===== src/design/tcwpq_pkg.sv =====
// Shared types and constants for the two-class weighted priority queue.
// Used by the controller, the datapath and the top level; depends on nothing.
package tcwpq_pkg;

	localparam int QUEUE_DEPTH = 16;
	localparam int PTR_W       = (QUEUE_DEPTH > 1) ? $clog2(QUEUE_DEPTH) : 1;
	localparam int FILL_W      = PTR_W + 1;

	localparam int ID_W        = 16;
	localparam int AGE_W       = 8;
	localparam int CFG_W       = 8;
	localparam int STATUS_W    = 3;
	localparam int ENTRY_W     = ID_W + AGE_W;
	localparam int DATA_W      = ((ENTRY_W + 7) / 8) * 8;
	localparam int CFG_IDX_W   = 1;

	localparam logic [FILL_W-1:0] DEPTH_F = FILL_W'(QUEUE_DEPTH);
	localparam logic [PTR_W-1:0]  LAST_P  = PTR_W'(QUEUE_DEPTH - 1);

	localparam logic [CFG_W-1:0] BURST_LIMIT_RST   = 8'd2;
	localparam logic [CFG_W-1:0] AGE_THRESHOLD_RST = 8'd60;

	typedef enum logic {
		CMD_ADD    = 1'b0,
		CMD_REMOVE = 1'b1
	} command_t;

	typedef enum logic [CFG_IDX_W-1:0] {
		CFG_BURST_LIMIT   = 1'b0,
		CFG_AGE_THRESHOLD = 1'b1
	} cfg_index_t;

	typedef enum logic [STATUS_W-1:0] {
		ST_ADDED    = 3'd0,
		ST_DROPPED  = 3'd1,
		ST_REM_PRI  = 3'd2,
		ST_REM_NORM = 3'd3,
		ST_EMPTY    = 3'd4
	} status_t;

	typedef enum logic [1:0] {
		S_IDLE,
		S_EXEC,
		S_RESULT
	} ctl_state_t;

	typedef struct packed {
		logic load_item;
		logic exec;
		logic load_out;
	} dp_cmd_t;

	typedef struct packed {
		logic out_free;
	} dp_stat_t;

	// Advance a ring pointer by one, wrapping at the queue depth.
	function automatic logic [PTR_W-1:0] ptr_inc(input logic [PTR_W-1:0] p);
		logic [PTR_W-1:0] r;
		if (p == LAST_P) begin
			r = '0;
		end else begin
			r = p + PTR_W'(1);
		end
		return r;
	endfunction

	// Slot behind the last stored entry; fill is below the depth when called.
	function automatic logic [PTR_W-1:0] tail_ptr(input logic [PTR_W-1:0] head,
			input logic [FILL_W-1:0] fill);
		logic [FILL_W-1:0] sum;
		sum = {1'b0, head} + fill;
		if (sum >= DEPTH_F) begin
			sum = sum - DEPTH_F;
		end
		return sum[PTR_W-1:0];
	endfunction

endpackage


===== src/design/tcwpq_ctrl.sv =====
// Sequencing controller for the two-class priority queue.
// Depends on tcwpq_pkg for the state type and the command/status structs.
module tcwpq_ctrl import tcwpq_pkg::*; (
	input  logic     clk,
	input  logic     arst_n,
	input  logic     s_tvalid,
	output logic     s_tready,
	input  dp_stat_t stat,
	output dp_cmd_t  cmd
);

	ctl_state_t state_q;
	ctl_state_t state_d;

	always_ff @(posedge clk or negedge arst_n) begin
		if (!arst_n) begin
			state_q <= S_IDLE;
		end else begin
			state_q <= state_d;
		end
	end

	always_comb begin
		state_d = state_q;
		unique case (state_q)
			S_IDLE: begin
				if (s_tvalid) begin
					state_d = S_EXEC;
				end
			end
			S_EXEC: begin
				state_d = S_RESULT;
			end
			S_RESULT: begin
				if (stat.out_free) begin
					state_d = S_IDLE;
				end
			end
			default: begin
				state_d = S_IDLE;
			end
		endcase
	end

	always_comb begin
		s_tready      = 1'b0;
		cmd.load_item = 1'b0;
		cmd.exec      = 1'b0;
		cmd.load_out  = 1'b0;
		unique case (state_q)
			S_IDLE: begin
				s_tready      = 1'b1;
				cmd.load_item = s_tvalid;
			end
			S_EXEC: begin
				cmd.exec = 1'b1;
			end
			S_RESULT: begin
				cmd.load_out = stat.out_free;
			end
			default: begin
				s_tready = 1'b0;
			end
		endcase
	end

endmodule


===== src/design/tcwpq_dpath.sv =====
// Datapath of the two-class priority queue: item register, both FIFO stores,
// pointers, burst counter, configuration registers and output register. Uses tcwpq_pkg.
module tcwpq_dpath import tcwpq_pkg::*; (
	input  logic                 clk,
	input  logic                 arst_n,
	input  dp_cmd_t              cmd,
	output dp_stat_t             stat,
	input  logic [DATA_W-1:0]    s_tdata,
	input  logic                 s_tuser,
	input  logic                 cfg_valid,
	input  logic [CFG_IDX_W-1:0] cfg_index,
	input  logic [CFG_W-1:0]     cfg_data,
	output logic                 m_tvalid,
	input  logic                 m_tready,
	output logic [DATA_W-1:0]    m_tdata,
	output logic [STATUS_W-1:0]  m_tuser
);

	logic [CFG_W-1:0] burst_limit_q;
	logic [CFG_W-1:0] age_threshold_q;

	command_t         command_q;
	logic [ID_W-1:0]  id_q;
	logic [AGE_W-1:0] age_q;

	logic [ENTRY_W-1:0] pri_mem [QUEUE_DEPTH];
	logic [ENTRY_W-1:0] norm_mem [QUEUE_DEPTH];
	logic [ENTRY_W-1:0] pri_rd_q;
	logic [ENTRY_W-1:0] norm_rd_q;

	logic [PTR_W-1:0]  pri_head_q;
	logic [PTR_W-1:0]  norm_head_q;
	logic [FILL_W-1:0] pri_fill_q;
	logic [FILL_W-1:0] norm_fill_q;
	logic [CFG_W-1:0]  burst_q;

	status_t           status_q;
	logic              m_tvalid_q;
	logic [DATA_W-1:0] m_tdata_q;
	status_t           m_tuser_q;

	logic              to_pri;
	logic              pri_full;
	logic              norm_full;
	logic              pri_empty;
	logic              norm_empty;
	logic              normal_turn;
	logic              pri_wr;
	logic              norm_wr;
	logic [PTR_W-1:0]  pri_tail;
	logic [PTR_W-1:0]  norm_tail;
	logic [PTR_W-1:0]  pri_head_d;
	logic [PTR_W-1:0]  norm_head_d;
	logic [FILL_W-1:0] pri_fill_d;
	logic [FILL_W-1:0] norm_fill_d;
	logic [CFG_W-1:0]  burst_d;
	status_t           status_d;
	logic [ENTRY_W-1:0] out_entry;

	always_ff @(posedge clk or negedge arst_n) begin
		if (!arst_n) begin
			burst_limit_q   <= BURST_LIMIT_RST;
			age_threshold_q <= AGE_THRESHOLD_RST;
		end else if (cfg_valid) begin
			unique case (cfg_index)
				CFG_BURST_LIMIT:   burst_limit_q   <= cfg_data;
				CFG_AGE_THRESHOLD: age_threshold_q <= cfg_data;
				default:           burst_limit_q   <= burst_limit_q;
			endcase
		end
	end

	always_ff @(posedge clk) begin
		if (cmd.load_item) begin
			command_q <= command_t'(s_tuser);
			id_q      <= s_tdata[ID_W-1:0];
			age_q     <= s_tdata[ENTRY_W-1:ID_W];
		end
	end

	assign pri_full   = (pri_fill_q == DEPTH_F);
	assign norm_full  = (norm_fill_q == DEPTH_F);
	assign pri_empty  = (pri_fill_q == '0);
	assign norm_empty = (norm_fill_q == '0);
	assign to_pri     = (age_q > age_threshold_q);
	assign pri_tail   = tail_ptr(pri_head_q, pri_fill_q);
	assign norm_tail  = tail_ptr(norm_head_q, norm_fill_q);
	assign normal_turn = (burst_q >= burst_limit_q) || pri_empty;

	// Next queue state for the item held in the item register.
	always_comb begin
		pri_wr      = 1'b0;
		norm_wr     = 1'b0;
		pri_head_d  = pri_head_q;
		norm_head_d = norm_head_q;
		pri_fill_d  = pri_fill_q;
		norm_fill_d = norm_fill_q;
		burst_d     = burst_q;
		status_d    = ST_ADDED;
		if (command_q == CMD_ADD) begin
			if (to_pri) begin
				if (pri_full) begin
					status_d = ST_DROPPED;
				end else begin
					pri_wr     = 1'b1;
					pri_fill_d = pri_fill_q + FILL_W'(1);
				end
			end else begin
				if (norm_full) begin
					status_d = ST_DROPPED;
				end else begin
					norm_wr     = 1'b1;
					norm_fill_d = norm_fill_q + FILL_W'(1);
				end
			end
		end else if (normal_turn) begin
			burst_d = '0;
			if (!norm_empty) begin
				status_d    = ST_REM_NORM;
				norm_head_d = ptr_inc(norm_head_q);
				norm_fill_d = norm_fill_q - FILL_W'(1);
			end else if (!pri_empty) begin
				status_d   = ST_REM_PRI;
				pri_head_d = ptr_inc(pri_head_q);
				pri_fill_d = pri_fill_q - FILL_W'(1);
			end else begin
				status_d = ST_EMPTY;
			end
		end else begin
			status_d   = ST_REM_PRI;
			pri_head_d = ptr_inc(pri_head_q);
			pri_fill_d = pri_fill_q - FILL_W'(1);
			burst_d    = burst_q + CFG_W'(1);
		end
	end

	always_ff @(posedge clk or negedge arst_n) begin
		if (!arst_n) begin
			pri_head_q  <= '0;
			norm_head_q <= '0;
			pri_fill_q  <= '0;
			norm_fill_q <= '0;
			burst_q     <= '0;
		end else if (cmd.exec) begin
			pri_head_q  <= pri_head_d;
			norm_head_q <= norm_head_d;
			pri_fill_q  <= pri_fill_d;
			norm_fill_q <= norm_fill_d;
			burst_q     <= burst_d;
		end
	end

	// Both stores read their head entry while the item executes; the head
	// registers still hold the old value then, so the popped entry is captured.
	always_ff @(posedge clk) begin
		if (cmd.exec) begin
			if (pri_wr) begin
				pri_mem[pri_tail] <= {age_q, id_q};
			end
			if (norm_wr) begin
				norm_mem[norm_tail] <= {age_q, id_q};
			end
			pri_rd_q  <= pri_mem[pri_head_q];
			norm_rd_q <= norm_mem[norm_head_q];
			status_q  <= status_d;
		end
	end

	always_comb begin
		case (status_q)
			ST_REM_PRI:  out_entry = pri_rd_q;
			ST_REM_NORM: out_entry = norm_rd_q;
			default:     out_entry = '0;
		endcase
	end

	assign stat.out_free = !m_tvalid_q || m_tready;

	always_ff @(posedge clk or negedge arst_n) begin
		if (!arst_n) begin
			m_tvalid_q <= 1'b0;
		end else if (cmd.load_out) begin
			m_tvalid_q <= 1'b1;
		end else if (m_tready) begin
			m_tvalid_q <= 1'b0;
		end
	end

	always_ff @(posedge clk) begin
		if (cmd.load_out) begin
			m_tdata_q <= DATA_W'(out_entry);
			m_tuser_q <= status_q;
		end
	end

	assign m_tvalid = m_tvalid_q;
	assign m_tdata  = m_tdata_q;
	assign m_tuser  = m_tuser_q;

endmodule


===== src/design/two_class_weighted_priority_queue_unit.sv =====
// Two-class weighted priority queue: one add or remove word in, one result word out.
// Steps, set by the sequencing controller: accept the word (idle), update the queue with
// store read (execute), load the output register (result). A new word is taken only after
// the result is loaded; a stalled output holds the third step.
// Reset clears pointers, fill counts, burst counter and handshake state and loads
// the configuration defaults; the entry stores are not cleared.
module two_class_weighted_priority_queue_unit import tcwpq_pkg::*; (
	input  logic                 clk,
	input  logic                 arst_n,
	input  logic                 s_tvalid,
	output logic                 s_tready,
	input  logic [DATA_W-1:0]    s_tdata,   // entry_id [15:0], entry_age [23:16]
	input  logic                 s_tuser,   // command [0]
	output logic                 m_tvalid,
	input  logic                 m_tready,
	output logic [DATA_W-1:0]    m_tdata,   // out_id [15:0], out_age [23:16]
	output logic [STATUS_W-1:0]  m_tuser,   // status [2:0]
	input  logic                 cfg_valid,
	output logic                 cfg_ready,
	input  logic [CFG_IDX_W-1:0] cfg_index,
	input  logic [CFG_W-1:0]     cfg_data
);

	dp_cmd_t  cmd;
	dp_stat_t stat;

	assign cfg_ready = 1'b1;

	tcwpq_ctrl u_ctrl (
		.clk      (clk),
		.arst_n   (arst_n),
		.s_tvalid (s_tvalid),
		.s_tready (s_tready),
		.stat     (stat),
		.cmd      (cmd)
	);

	tcwpq_dpath u_dpath (
		.clk       (clk),
		.arst_n    (arst_n),
		.cmd       (cmd),
		.stat      (stat),
		.s_tdata   (s_tdata),
		.s_tuser   (s_tuser),
		.cfg_valid (cfg_valid),
		.cfg_index (cfg_index),
		.cfg_data  (cfg_data),
		.m_tvalid  (m_tvalid),
		.m_tready  (m_tready),
		.m_tdata   (m_tdata),
		.m_tuser   (m_tuser)
	);

endmodule


===== config.mk =====
export PLATFORM = sky130hd
export DESIGN_NAME = two_class_weighted_priority_queue_unit
export DESIGN_NICKNAME = d
export VERILOG_FILES = /design/src/design/tcwpq_pkg.sv /design/src/design/tcwpq_ctrl.sv /design/src/design/tcwpq_dpath.sv /design/src/design/two_class_weighted_priority_queue_unit.sv
export SDC_FILE = /design/constraint.sdc
export NUM_CORES = 1
export LEC_CHECK = 0
export BUFFER_PORTS_ARGS = -buffer_cell sky130_fd_sc_hd__clkbuf_2
export CAP_MARGIN = 20
export CELL_PAD_IN_SITES_DETAIL_PLACEMENT = 0
export CELL_PAD_IN_SITES_GLOBAL_PLACEMENT = 2
export CORE_MARGIN = 2
export CORE_UTILIZATION = 45
export CTS_CLUSTER_DIAMETER = 80
export DETAILED_ROUTE_END_ITERATION = 8
export PLACE_DENSITY = 0.79
export SLEW_MARGIN = 20
export SYNTH_ARGS = -nofsm -noshare
export SYNTH_HDL_FRONTEND = slang
export SYNTH_HIERARCHICAL = 1
export SYNTH_SLANG_ARGS = --single-unit
export TNS_END_PERCENT = 1

===== constraint.sdc =====
create_clock -name clk -period 8.1 [get_ports clk]
set_input_delay 0 -clock clk [delete_from_list [all_inputs] [get_ports clk]]
set_output_delay 0 -clock clk [all_outputs]
set_load 0.01 [all_outputs]

==> results.cfg <==
[run_status]
outcome = finished clean

[place]
placed_cells = 2617
port_buffers = 67
dp_hpwl_um = 42800
gp_congestion = 0.803
post-place-ws_ns = 3.73

[synthesis]
async_flop_share_pct = 4.91
ys_types = 60
ys_warn_count = 6
yosys_most_used_dff = edfxtp_1
synth_seq_area_share_pct = 77.5
synthTopCellsByCount = 871 x edfxtp_1, 240 x mux4_2, 42 x nor2_1
synth_edf_count = 871
synth_area_leader_cell = edfxtp_1
syn_inst = 1526
syn_avg_cell_area_um2 = 23.1
ys_seq_elements = 916
synth_most_common_cell = edfxtp_1
yosys.area.top_type_share_pct = 74.3
synth_nets = 1600
yosys-top-cells-area = edfxtp_1 74%, mux4_2 15%, dfrtp_1 2.8%
synthesis.area_um2 = 35200

[sta]
holdWs_ns = 0.0685
hold_violations = 0
timing.final.ws_setup_ns = 3.76
fmax_mhz = 230
rsz0062_at_grt = no
final.min_clock_period_ns = 4.34
finalCritPeriodShare_pct = 53.6
slew_headroom_pct = 30.2
finClkSkew_ns = 0.0183
worst_pin_slew_ns = 1.05
maxSlewViolCount = 0
fin_setup_tns_ns = 0
setup_violations = 0

[route]
vias = 16385
drt_iter0_drc = 1658
routedWlPerCell_um = 26.6
drt-total-wl_um = 75600
ant_nets = 0
via_per_inst = 5.76
drtPass1Iterations = 5
drc = 0

[pwr]
pwr-share-comb_pct = 20.8
switching_share_pct = 26.7
power_frac_clock_pct = 31.2
sequentialPowerShare_pct = 48.0
ir_drop_mv = 0.181
p_int_mw = 9.23
leakage_nw = 13.0
powerDensity_nw_per_um2 = 310
power.switching_mw = 3.36

[cells_and_area]
final_net_count = 1814
drive_gt1_share_pct = 31.1
n_antenna_cell = 0
syn_to_final_growth_pct = 15.3
fin_cells = 2843

[min_path]
worstHoldPathType = input pin to flop
whs_path_depth = 2
whs_endpoint = u_dpath/id_q[9]
hp-start = s_tdata[9]

[clocking]
worstSkewPairLatency_ns = 0.64
cts_resized = 0
cts-root-buf = clkbuf_16
cts_made_buffers = 91
hold_buffers = 54
clockBufferDepth = 3
cts_tree = built
cts_setup_buffers = 0
clock_sinks = 916
ctsHtreeMaxLevel = 3
clkTransAtPathRegs_ns = 0.06

[floorplan]
initial_core_util_pct = 45.4
fp-row-count = 102
ios = 69
core_um2 = 77500
die_x_um = 284
dieArea_um2 = 80500
die_h_um = 284

[global_routing]
grt_usage_pct = 18.9
antenna_found_initial = 1
grt_max_degree = 59
gr-total-overflow = 0
grt_pass1_vias = 16681
grt_pass1_wl_um = 112000

[critical_path]
timing.rr.start = u_dpath/age_q[5]
ff2ff_path_depth = 8
cp_slowest_cell = edfxtp_1
cp_slowest_stage_delay_ns = 1.01
cp.required_ns = 8.41
crit_type = flop to flop
crit_arrival_ns = 4.65
cp-end-kind = flop
crit_fanout = 33
ff2ff_setup_slack_ns = 3.76
worst_r2r_endpoint = u_dpath/norm_mem[7][3]
path_cells = ha_1, a211oi_1, nor2_1, or4bb_1, a21oi_2, nand3_1, nor2_2, buf_4
start_kind = flop

[job]
cap_viol_max_count = 0
[area by class of cell]
| cell class | count | area (um^2) |
|---|---|---|
| clock buffers | 116 | 2460 |
| clock inverters | 40 | 309 |
| fillers | 5915 | 36900 |
| inverters | 26 | 97.6 |
| multi-input cells | 519 | 7630 |
| flip-flops and latches | 916 | 27300 |
| well taps | 1040 | 1300 |
| repair buffers | 186 | 1480 |
[power by group through the flow]
stage	registers, mW	clock network (mW)	logic (mW)
after detailed placement	6.21	0	2.54
final	6.04	3.93	2.63
after CTS	6.11	4.02	2.59
after floorplan	5.92	0	2.01
after global placement	6.19	0	2.51
after global routing	6.10	4.19	2.82
[routing by layer]
layer	up-vias	part of all wire (%)	GRT usage (%)	wire [um]
li1	6845	-	-	-
met1	8804	44	28.1	33000
met2	627	47	29.1	35400
met3	109	7.4	3.80	5560
met4	0	2.2	4.72	1640
met5	-	0	0	0
[stage by stage]
stage,power [mW],utilization [%],cell area [um^2]
floorplan,7.93,-,35200
global placement,8.69,47.8,37000
detailed placement,8.75,47.8,37000
CTS,12.7,52.1,40300
global route,13.1,52.4,40600
finish,12.6,52.4,40600
[worst max path at each step]
stage	to	from	cells past startpoint	slack (ns)
after floorplan	u_dpath/norm_mem[12][0]	u_ctrl/state_q[1]	6	2.32
after global placement	u_dpath/norm_mem[0][19]	u_dpath/age_q[5]	8	3.54
after detailed placement	u_dpath/norm_mem[12][11]	u_dpath/age_q[5]	8	3.73
after CTS	u_dpath/norm_mem[7][3]	u_dpath/age_q[7]	8	3.66
after global routing	u_dpath/norm_mem[7][3]	u_dpath/age_q[5]	8	3.41
final	u_dpath/norm_mem[7][3]	u_dpath/age_q[5]	8	3.76
[layout by cell type, fill, tap and decap left out, drive strengths merged, types with 3 or more instances in the layout]
| cell type | Yosys | layout |
|---|---|---|
| and3 | 3 | 3 |
| a21oi | 11 | 11 |
| fa | 4 | 4 |
| bufinv | 0 | 3 |
| a21o | 7 | 7 |
| nor3 | 5 | 5 |
| and2 | 3 | 3 |
| xor2 | 7 | 7 |
| mux2 | 16 | 16 |
| ha | 31 | 31 |
| dlygate4sd3 | 0 | 54 |
| nor2 | 43 | 43 |
| edfxtp | 871 | 871 |
| mux4 | 240 | 240 |
| buf | 28 | 65 |
| dfrtp | 40 | 40 |
| inv | 26 | 30 |
| clkbuf | 37 | 183 |
| nand3 | 10 | 10 |
| nand2 | 25 | 25 |
| dfstp | 5 | 5 |
| o21ai | 18 | 18 |
| a22o | 24 | 24 |
| nand2b | 6 | 6 |
| or3 | 4 | 4 |
| o31ai | 3 | 3 |
| clkinv | 0 | 31 |
| a211oi | 5 | 5 |
| nor2b | 7 | 7 |
| xnor2 | 18 | 18 |
[critical path: cells and delay by family (launching register included)]
kind | cells | cell delay [ns]
AND/OR/NAND/NOR | 4 | 1.56
flip-flops | 1 | 1.01
adder cells (fa/ha/maj) | 1 | 0.40
buffers and inverters | 1 | 0.42
AO/OA/AOI/OAI | 2 | 0.59
[cell families after synthesis]
logic type	synth area share, %
other cells	0.0107
compound gates	1.71
fa+ha+maj	1.33
xor+xnor	0.622
buf+inv	1.09
flops	77.5
mux	15.9
simple gates	1.75
[registers in the layout (all words and copies together) (netlist names), 8 cells and up]
signal	cells
u_dpath/pri_rd_q	24
u_dpath/norm_rd_q	24
u_dpath/age_threshold_q	8
u_dpath/burst_limit_q	8
u_dpath/age_q	8
u_dpath/burst_q	8
u_dpath/id_q	16
u_dpath/norm_mem	384
u_dpath/m_tdata	24
u_dpath/pri_mem	384
Note: power is estimated with default switching activity, not from simulation.
